$ cat src/sv/packbits_run_length_encoder_macros.svh
// Assertion macros for the PackBits encoder.
// Used by the top level only; no other dependencies.
`ifndef PACKBITS_RUN_LENGTH_ENCODER_MACROS_SVH
`define PACKBITS_RUN_LENGTH_ENCODER_MACROS_SVH

// same-cycle implication
`define PBE_ASSERT_IMP(label, clk, rst, ante, cons, msg) \
  label: assert property (@(posedge clk) disable iff (rst) (ante) |-> (cons)) \
    else $error(msg);

// next-cycle implication
`define PBE_ASSERT_NXT(label, clk, rst, ante, cons, msg) \
  label: assert property (@(posedge clk) disable iff (rst) (ante) |=> (cons)) \
    else $error(msg);

`endif

$ cat src/sv/pbe_pkg.sv
// Package for the PackBits encoder: sequencer states, emit request type, constants.
// No dependencies.
`timescale 1ns / 1ps
`default_nettype none
package pbe_pkg;

  localparam int BYTE_W = 8;
  localparam int RUN_W  = 8;
  localparam int HDR_W  = 9;

  localparam logic [HDR_W-1:0]  RUN_BASE = 9'd257;
  localparam logic [BYTE_W-1:0] END_MARK = 8'd128;
  localparam logic [RUN_W-1:0]  MIN_RUN  = 8'd2;

  typedef enum logic [3:0] {
    ST_IDLE,
    ST_DECIDE,
    ST_AFTER,
    ST_LCLOSE,
    ST_LFLUSH,
    ST_RUN_HDR,
    ST_RUN_BYTE,
    ST_FL_HDR,
    ST_FL_RD,
    ST_FL_DAT,
    ST_END
  } pbe_state_t;

  typedef struct packed {
    logic              valid;
    logic [BYTE_W-1:0] data;
    logic              last;
  } pbe_emit_t;

endpackage
`default_nettype wire

$ cat src/sv/pbe_in_if.sv
// Input channel: one stream byte per item with its last-byte flag.
// Depends on pbe_pkg.
`timescale 1ns / 1ps
`default_nettype none
interface pbe_in_if;
  logic                      valid;
  logic                      ready;
  logic [pbe_pkg::BYTE_W-1:0] in_byte;
  logic                      last_byte;

  modport source (output valid, output in_byte, output last_byte, input ready);
  modport sink   (input valid, input in_byte, input last_byte, output ready);
endinterface
`default_nettype wire

$ cat src/sv/pbe_out_if.sv
// Output channel: one coded byte per item, flagged on the end marker.
// Depends on pbe_pkg.
`timescale 1ns / 1ps
`default_nettype none
interface pbe_out_if;
  logic                      valid;
  logic                      ready;
  logic [pbe_pkg::BYTE_W-1:0] out_byte;
  logic                      last_out;

  modport source (output valid, output out_byte, output last_out, input ready);
  modport sink   (input valid, input out_byte, input last_out, output ready);
endinterface
`default_nettype wire

$ cat src/sv/packbits_run_length_encoder.sv
// PackBits encoder top level. An item with no result steps through accept, decide, after;
// a run code adds header and byte steps, a literal flush a header step plus a registered
// store read and data step per byte; the end of stream close, flush and end marker steps.
// Output back-pressure stretches any emitting step. One item is in work at a time.
// rst is synchronous: clears the sequencer, run and literal counts; store contents stay.
`timescale 1ns / 1ps
`default_nettype none
`include "packbits_run_length_encoder_macros.svh"
module packbits_run_length_encoder #(
  parameter int MAX_LIT = 32,
  parameter int MAX_RUN = 128
) (
  input wire logic  clk,
  input wire logic  rst,
  pbe_in_if.sink    in_ch,
  pbe_out_if.source out_ch
);

  localparam int AW = (MAX_LIT > 1) ? $clog2(MAX_LIT) : 1;

  pbe_pkg::pbe_emit_t         emit;
  logic                       out_free;
  logic                       wr_en;
  logic [AW-1:0]              wr_addr;
  logic [pbe_pkg::BYTE_W-1:0] wr_data;
  logic [AW-1:0]              rd_addr;
  logic [pbe_pkg::BYTE_W-1:0] rd_data;
  logic                       in_accept;

  assign in_accept = in_ch.valid && in_ch.ready;

  pbe_ctrl #(
    .MAX_LIT (MAX_LIT),
    .MAX_RUN (MAX_RUN),
    .AW      (AW)
  ) u_ctrl (
    .clk     (clk),
    .rst     (rst),
    .in_ch   (in_ch),
    .free    (out_free),
    .emit    (emit),
    .wr_en   (wr_en),
    .wr_addr (wr_addr),
    .wr_data (wr_data),
    .rd_addr (rd_addr),
    .rd_data (rd_data)
  );

  pbe_lit_store #(
    .DEPTH (MAX_LIT),
    .AW    (AW)
  ) u_store (
    .clk     (clk),
    .wr_en   (wr_en),
    .wr_addr (wr_addr),
    .wr_data (wr_data),
    .rd_addr (rd_addr),
    .rd_data (rd_data)
  );

  pbe_out_reg u_out (
    .clk    (clk),
    .rst    (rst),
    .emit   (emit),
    .free   (out_free),
    .out_ch (out_ch)
  );

  `PBE_ASSERT_IMP(a_emit_free, clk, rst, emit.valid, out_free, "item emitted while output busy")
  `PBE_ASSERT_NXT(a_busy_after_accept, clk, rst, in_accept, !in_ch.ready, "ready after accept")
  `PBE_ASSERT_IMP(a_no_write_on_emit, clk, rst, wr_en, !emit.valid, "store write while emitting")

endmodule
`default_nettype wire

$ cat src/sv/pbe_lit_store.sv
// Literal byte store: one write port, one registered read port.
// Depends on pbe_pkg.
`timescale 1ns / 1ps
`default_nettype none
module pbe_lit_store #(
  parameter int DEPTH = 32,
  parameter int AW    = 5
) (
  input  wire logic                       clk,
  input  wire logic                       wr_en,
  input  wire logic [AW-1:0]              wr_addr,
  input  wire logic [pbe_pkg::BYTE_W-1:0] wr_data,
  input  wire logic [AW-1:0]              rd_addr,
  output logic      [pbe_pkg::BYTE_W-1:0] rd_data
);

  logic [pbe_pkg::BYTE_W-1:0] mem [DEPTH];

  always_ff @(posedge clk) begin
    if (wr_en) begin
      mem[wr_addr] <= wr_data;
    end
  end

  always_ff @(posedge clk) begin
    rd_data <= mem[rd_addr];
  end

endmodule
`default_nettype wire

$ cat src/sv/pbe_out_reg.sv
// Output register between the sequencer and the output channel.
// Depends on pbe_pkg and pbe_out_if.
`timescale 1ns / 1ps
`default_nettype none
module pbe_out_reg (
  input  wire logic              clk,
  input  wire logic              rst,
  input  wire pbe_pkg::pbe_emit_t emit,
  output logic                   free,
  pbe_out_if.source              out_ch
);

  logic                       ov;
  logic [pbe_pkg::BYTE_W-1:0] ob;
  logic                       ol;

  assign free            = !ov || out_ch.ready;
  assign out_ch.valid    = ov;
  assign out_ch.out_byte = ob;
  assign out_ch.last_out = ol;

  always_ff @(posedge clk) begin
    if (rst) begin
      ov <= 1'b0;
    end else if (free) begin
      ov <= emit.valid;
    end
  end

  always_ff @(posedge clk) begin
    if (free && emit.valid) begin
      ob <= emit.data;
      ol <= emit.last;
    end
  end

endmodule
`default_nettype wire

$ cat src/sv/pbe_ctrl.sv
// Sequencer for the PackBits encoder: run tracking, literal bookkeeping,
// shared header subtractor. Depends on pbe_pkg and pbe_in_if.
`timescale 1ns / 1ps
`default_nettype none
module pbe_ctrl #(
  parameter int MAX_LIT = 32,
  parameter int MAX_RUN = 128,
  parameter int AW      = 5
) (
  input  wire logic                       clk,
  input  wire logic                       rst,
  pbe_in_if.sink                          in_ch,
  input  wire logic                       free,
  output pbe_pkg::pbe_emit_t              emit,
  output logic                            wr_en,
  output logic      [AW-1:0]              wr_addr,
  output logic      [pbe_pkg::BYTE_W-1:0] wr_data,
  output logic      [AW-1:0]              rd_addr,
  input  wire logic [pbe_pkg::BYTE_W-1:0] rd_data
);

  localparam int CW = $clog2(MAX_LIT + 1);

  pbe_pkg::pbe_state_t state, state_next;

  logic                        phase_last;
  logic                        last_q;
  logic [pbe_pkg::BYTE_W-1:0]  byte_q;
  logic [pbe_pkg::BYTE_W-1:0]  held;
  logic                        have;
  logic [pbe_pkg::RUN_W-1:0]   run;
  logic [CW-1:0]               count;
  logic [CW-1:0]               idx;

  logic                        same, can_grow, is_run, lit_full, idx_done;
  logic [pbe_pkg::HDR_W-1:0]   hdr_a, hdr_b, hdr;

  assign same     = byte_q == held;
  assign can_grow = run < pbe_pkg::RUN_W'(MAX_RUN);
  assign is_run   = run >= pbe_pkg::MIN_RUN;
  assign lit_full = (count + CW'(1)) == CW'(MAX_LIT);
  assign idx_done = (idx + CW'(1)) == count;

  // shared header unit: 257 - run, or count - 1
  always_comb begin
    if (state == pbe_pkg::ST_FL_HDR) begin
      hdr_a = pbe_pkg::HDR_W'(count);
      hdr_b = pbe_pkg::HDR_W'(1);
    end else begin
      hdr_a = pbe_pkg::RUN_BASE;
      hdr_b = pbe_pkg::HDR_W'(run);
    end
    hdr = hdr_a - hdr_b;
  end

  always_comb begin
    state_next = state;
    unique case (state)
      pbe_pkg::ST_IDLE: begin
        if (in_ch.valid) state_next = pbe_pkg::ST_DECIDE;
      end
      pbe_pkg::ST_DECIDE: begin
        if (!have) begin
          state_next = pbe_pkg::ST_AFTER;
        end else if (same && can_grow) begin
          state_next = (run == pbe_pkg::RUN_W'(1) && count != '0) ?
                       pbe_pkg::ST_FL_HDR : pbe_pkg::ST_AFTER;
        end else if (is_run) begin
          state_next = pbe_pkg::ST_RUN_HDR;
        end else begin
          state_next = lit_full ? pbe_pkg::ST_FL_HDR : pbe_pkg::ST_AFTER;
        end
      end
      pbe_pkg::ST_AFTER: begin
        state_next = last_q ? pbe_pkg::ST_LCLOSE : pbe_pkg::ST_IDLE;
      end
      pbe_pkg::ST_LCLOSE: begin
        state_next = is_run ? pbe_pkg::ST_RUN_HDR : pbe_pkg::ST_LFLUSH;
      end
      pbe_pkg::ST_LFLUSH: begin
        state_next = (count != '0) ? pbe_pkg::ST_FL_HDR : pbe_pkg::ST_END;
      end
      pbe_pkg::ST_RUN_HDR: begin
        if (free) state_next = pbe_pkg::ST_RUN_BYTE;
      end
      pbe_pkg::ST_RUN_BYTE: begin
        if (free) state_next = phase_last ? pbe_pkg::ST_LFLUSH : pbe_pkg::ST_AFTER;
      end
      pbe_pkg::ST_FL_HDR: begin
        if (free) state_next = pbe_pkg::ST_FL_RD;
      end
      pbe_pkg::ST_FL_RD: begin
        state_next = pbe_pkg::ST_FL_DAT;
      end
      pbe_pkg::ST_FL_DAT: begin
        if (free) begin
          if (!idx_done)       state_next = pbe_pkg::ST_FL_RD;
          else if (phase_last) state_next = pbe_pkg::ST_END;
          else                 state_next = pbe_pkg::ST_AFTER;
        end
      end
      pbe_pkg::ST_END: begin
        if (free) state_next = pbe_pkg::ST_IDLE;
      end
      default: state_next = pbe_pkg::ST_IDLE;
    endcase
  end

  always_comb begin
    in_ch.ready = 1'b0;
    emit        = '0;
    wr_en       = 1'b0;
    wr_addr     = count[AW-1:0];
    wr_data     = held;
    rd_addr     = idx[AW-1:0];
    unique case (state)
      pbe_pkg::ST_IDLE: in_ch.ready = 1'b1;
      pbe_pkg::ST_DECIDE: begin
        wr_en = have && !(same && can_grow) && !is_run;
      end
      pbe_pkg::ST_LCLOSE: wr_en = !is_run;
      pbe_pkg::ST_RUN_HDR: begin
        emit.valid = free;
        emit.data  = hdr[pbe_pkg::BYTE_W-1:0];
      end
      pbe_pkg::ST_RUN_BYTE: begin
        emit.valid = free;
        emit.data  = held;
      end
      pbe_pkg::ST_FL_HDR: begin
        emit.valid = free;
        emit.data  = hdr[pbe_pkg::BYTE_W-1:0];
      end
      pbe_pkg::ST_FL_DAT: begin
        emit.valid = free;
        emit.data  = rd_data;
      end
      pbe_pkg::ST_END: begin
        emit.valid = free;
        emit.data  = pbe_pkg::END_MARK;
        emit.last  = 1'b1;
      end
      default: ;
    endcase
  end

  always_ff @(posedge clk) begin
    if (rst) begin
      state <= pbe_pkg::ST_IDLE;
    end else begin
      state <= state_next;
    end
  end

  always_ff @(posedge clk) begin
    if (rst) begin
      phase_last <= 1'b0;
      have       <= 1'b0;
      held       <= '0;
      run        <= '0;
      count      <= '0;
      idx        <= '0;
    end else begin
      case (state)
        pbe_pkg::ST_IDLE: begin
          if (in_ch.valid) begin
            byte_q <= in_ch.in_byte;
            last_q <= in_ch.last_byte;
          end
        end
        pbe_pkg::ST_DECIDE: begin
          if (!have) begin
            held <= byte_q;
            have <= 1'b1;
            run  <= pbe_pkg::RUN_W'(1);
          end else if (same && can_grow) begin
            run <= run + pbe_pkg::RUN_W'(1);
          end else if (!is_run) begin
            held  <= byte_q;
            run   <= pbe_pkg::RUN_W'(1);
            count <= count + CW'(1);
          end
        end
        pbe_pkg::ST_AFTER: begin
          if (last_q) phase_last <= 1'b1;
        end
        pbe_pkg::ST_LCLOSE: begin
          if (!is_run) count <= count + CW'(1);
        end
        pbe_pkg::ST_RUN_BYTE: begin
          if (free && !phase_last) begin
            held <= byte_q;
            run  <= pbe_pkg::RUN_W'(1);
          end
        end
        pbe_pkg::ST_FL_HDR: begin
          if (free) idx <= '0;
        end
        pbe_pkg::ST_FL_DAT: begin
          if (free) begin
            idx <= idx + CW'(1);
            if (idx_done) count <= '0;
          end
        end
        pbe_pkg::ST_END: begin
          if (free) begin
            held       <= '0;
            have       <= 1'b0;
            run        <= '0;
            phase_last <= 1'b0;
          end
        end
        default: ;
      endcase
    end
  end

endmodule
`default_nettype wire

$ cat src/flat_wrapper.sv
// flat-port wrapper written by rule: the top's interface ports become plain ports
module packbits_run_length_encoder_flat 
#(
  parameter int MAX_LIT = 32,
  parameter int MAX_RUN = 128
)
  (clk, rst, in_ch_valid, in_ch_in_byte, in_ch_last_byte, in_ch_ready, out_ch_valid, out_ch_out_byte, out_ch_last_out, out_ch_ready);
  pbe_in_if in_ch_i ();
  pbe_out_if out_ch_i ();
  input wire logic clk;
  input wire logic rst;
  input wire logic [$bits(in_ch_i.valid)-1:0] in_ch_valid;
  input wire logic [$bits(in_ch_i.in_byte)-1:0] in_ch_in_byte;
  input wire logic [$bits(in_ch_i.last_byte)-1:0] in_ch_last_byte;
  output wire logic [$bits(in_ch_i.ready)-1:0] in_ch_ready;
  output wire logic [$bits(out_ch_i.valid)-1:0] out_ch_valid;
  output wire logic [$bits(out_ch_i.out_byte)-1:0] out_ch_out_byte;
  output wire logic [$bits(out_ch_i.last_out)-1:0] out_ch_last_out;
  input wire logic [$bits(out_ch_i.ready)-1:0] out_ch_ready;
  assign in_ch_i.valid = in_ch_valid;
  assign in_ch_i.in_byte = in_ch_in_byte;
  assign in_ch_i.last_byte = in_ch_last_byte;
  assign in_ch_ready = in_ch_i.ready;
  assign out_ch_valid = out_ch_i.valid;
  assign out_ch_out_byte = out_ch_i.out_byte;
  assign out_ch_last_out = out_ch_i.last_out;
  assign out_ch_i.ready = out_ch_ready;
  packbits_run_length_encoder #(.MAX_LIT(MAX_LIT), .MAX_RUN(MAX_RUN)) u_core (.clk(clk), .rst(rst), .in_ch(in_ch_i), .out_ch(out_ch_i));
endmodule
$ cat config.mk
export PLATFORM = sky130hd
export DESIGN_NAME = packbits_run_length_encoder_flat
export DESIGN_NICKNAME = d
export VERILOG_FILES = /design/src/sv/pbe_pkg.sv /design/src/sv/pbe_in_if.sv /design/src/sv/pbe_out_if.sv /design/src/sv/packbits_run_length_encoder.sv /design/src/sv/pbe_lit_store.sv /design/src/sv/pbe_out_reg.sv /design/src/sv/pbe_ctrl.sv /design/src/flat_wrapper.sv
export VERILOG_INCLUDE_DIRS = /design/src /design/src/sv
export SDC_FILE = /design/constraint.sdc
export NUM_CORES = 1
export LEC_CHECK = 0
export BUFFER_PORTS_ARGS = -buffer_cell sky130_fd_sc_hd__buf_2
export CORE_ASPECT_RATIO = 2
export CORE_UTILIZATION = 47
export DETAILED_ROUTE_END_ITERATION = 6
export SLEW_MARGIN = 15
export SYNTH_ARGS = -nofsm -noshare
export SYNTH_HDL_FRONTEND = slang
export SYNTH_SLANG_ARGS = --single-unit
$ cat constraint.sdc
create_clock -name clk -period 6.5 [get_ports clk]
set_clock_uncertainty 0.05 [all_clocks]
set_input_delay 1.95 -clock clk [delete_from_list [all_inputs] [get_ports clk]]
set_output_delay 1.95 -clock clk [all_outputs]
set_load 0.03 [all_outputs]
==> impl_metrics.csv <==
group,metric,value,unit
flow_run,cap_violations,0,
sta,finalHoldViolations,0,
clock_tree,ctsResizeCount,0,
routing,routed_via_density,6.04,
clock_tree,cts_buffers,28,
sta,min_period,4.16,ns
placement,gp_congestion,0.960,
yosys,yosysMostFrequentCell,"edfxtp_1",
yosys,syn_inst,832,
final_layout,final_nets,872,
clock_tree,post-cts-setup-buffers,0,
final_layout,area_growth,10.4,%
floorplanning,die_w,122,um
placement,port_buffers,23,
power,powerDensity,311,nW/um2
floorplanning,start_util,48.0,%
yosys,synth_area_per_cell,16.3,um2
global_routing,grt_pass1_vias,7821,
clock_tree,cts_sinks,317,
sta,fin_crit_sh,64.0,%
yosys,yosysSeqAreaShare,67.2,%
floorplanning,die_height,242,um
global_routing,grt_use_total,22.9,%
sta,drv_slew,0,
global_routing,grt_max_degree,47,
yosys,synthTopCellsByCount,"edfxtp_1 (274), nor2_1 (86), mux4_2 (80)",
setup_path,crit_fanout,22,
final_layout,fill_cells,2273,
setup_path,end_kind,"output pin",
yosys,synth_nets,853,
power,peakVddDrop,185,uV
floorplanning,io_pins,24,
setup_path,arrival,2.16,ns
yosys,async_reset_ff_share,0,%
status,status,"finished clean",
routing,drtPass1Iterations,5,
final_layout,insertedDiodeCount,0,
final_layout,stdcell_count,1229,
clock_tree,clockBufferDepth,3,
floorplanning,die-area,29500,um2
yosys,ys_types,72,
yosys,synth_warnings,0,
placement,post-dp-hpwl,22100,um
yosys,yosys_register_bits,317,
global_routing,antenna_found_initial,0,
sta,tightest_slew,1.03,ns
clock_tree,cts_tree,"done",
sta,max_freq,240,MHz
clock_tree,clk_pin_slew,0.07,ns
clock_tree,cts_max_level,1,
routing,avgRoutedWirePerCell,26.2,um
final_layout,drive_gt1_share,22.1,%
final_layout,multi_input_area,4140,um2
placement,place_area,14000,um2
routing,wirelength,32200,um
clock_tree,clk_latency,0.56,ns
setup_path,worstPathRequired,4.50,ns
final_layout,final_area,14900,um2
yosys,syn-cell-area,13500,um2
yosys,dominantRegCellSynth,"edfxtp_1",
sta,rsz0062_at_grt,"false",
global_routing,grt_overflow,0,
floorplanning,core-area,28200,um2
clock_tree,clock_tree.root_cell,"clkbuf_16",
yosys,yosys.area.top_type_share,60.8,%
final_layout,seq_area,9090,um2
sta,setup_viol,0,
global_routing,grt_pass1_wl,49100,um
routing,initialDrtViolationCount,519,
sta,slew_headroom,30.0,%
yosys,synthTopCellsByArea,"edfxtp_1 (61%), mux4_2 (13%), dfxtp_1 (6.4%), nor2_1 (2.4%), mux2i_1 (1.1%)",
min_path,hp-class,"register to register",
power,power.leakage,0.00472,uW
routing,drc,0,
clock_tree,cts.hold.buffers_added,0,
routing,num_vias,7420,
setup_path,setup.worst_path.class,"register to output pin",
floorplanning,rows,87,
sta,fin_setup_tns,0,ns
setup_path,critPathLaunchType,"register",
routing,ant_nets,0,
yosys,synth_edf_count,274,
placement,dp_cells,1177,
yosys,synth_area_leader_cell,"edfxtp_1",
-- kinds of logic (layout without fill, tap and decap cells) --
| kind of cell | count (synthesis) | after routing | synth area share (%) |
|---|---|---|---|
| AOI/OAI and AO/OA | 104 | 104 | 5.34 |
| xor gates and xnor gates | 22 | 22 | 1.42 |
| adders and majority gates | 8 | 8 | 0.740 |
| buffers and inverters | 64 | 105 | 2.25 |
| DFF | 317 | 317 | 67.2 |
| muxes | 103 | 103 | 15.1 |
| and+or+nand+nor | 214 | 214 | 7.96 |
-- per-layer routing --
metal,global-route usage (%),part of all wire (%),up-vias
met5,0,0,-
met4,12.5,5.6,0
met3,3.08,3.6,61
met2,42.3,57,201
met1,24.5,34,3830
li1,-,-,3328
-- path summary, 6_finish.rpt --
check,slack [ns],endpoint,startpoint,cells after the start
worst max-delay path,2.34,in_ch_ready,u_core.u_ctrl.state[2],3
worst min-delay path,0.48,u_core.u_out.out_ch.out_byte[1],u_core.u_store.rd_data[1],2
worst max register to register,2.69,u_core.u_out.out_ch.out_byte[6],u_core.u_ctrl.state[0],8
worst min register to register,0.48,u_core.u_out.out_ch.out_byte[1],u_core.u_store.rd_data[1],2
-- placed cells by master (no fill, tap or decap), drive strengths merged, types with 15 or more instances in the layout --
cell      n
o21ai    18
nand2    29
buf      39
inv      17
dfxtp    43
clkbuf   29
a21oi    27
nor3     17
nand3    21
mux2i    15
xnor2    15
edfxtp  274
nor2     86
mux4     80
-- registers in the layout, indices dropped and copies added, names as in the netlist --
register                      cells
u_core.u_ctrl.last_q              1
u_core.u_ctrl.byte_q              8
u_core.u_ctrl.idx                 6
u_core.u_out.out_ch.out_byte      8
u_core.u_out.out_ch.valid         1
u_core.u_store.rd_data            8
u_core.u_ctrl.state               4
u_core.u_out.out_ch.last_out      1
u_core.u_ctrl.run                 8
u_core.u_ctrl.count               6
u_core.u_store.mem              256
u_core.u_ctrl.wr_data             8
u_core.u_ctrl.phase_last          1
u_core.u_ctrl.have                1
-- critical path, cell delays in order (launching register included) --
cell and delay (ns):
dfxtp_1 0.54, or2_2 0.45, nor3_1 0.34, buf_2 0.28
-- through the flow --
stage	utilization [%]	hold slack, ns	setup slack, ns	power, uW
3_5_place_dp	49.6	0.472	2.38	2960
2_1_floorplan	-	0.417	2.94	2770
3_3_place_gp	49.6	0.470	2.46	2940
4_1_cts	53.0	0.487	2.34	4680
5_1_grt	53.0	0.497	2.28	4800
6_report	53.0	0.485	2.34	4650
-- power breakdown --
| part | total [uW] | internal (uW) | switching [uW] |
|---|---|---|---|
| Sequential | 2400 | 2320 | 80.2 |
| Clock | 1730 | 979 | 750 |
| Combinational | 515 | 172 | 343 |
| Total | 4650 | 3470 | 1170 |
-- cell type report --
class | instances | share of cell area [%]
flip-flops and latches | 317 | 60.9
multi-input cells | 451 | 27.7
clock buffers | 29 | 4.86
well taps | 356 | 2.98
clock inverters | 23 | 1.59
repair buffers | 39 | 1.58
inverters | 14 | 0.352
Note: power is estimated with default switching activity, not from simulation.
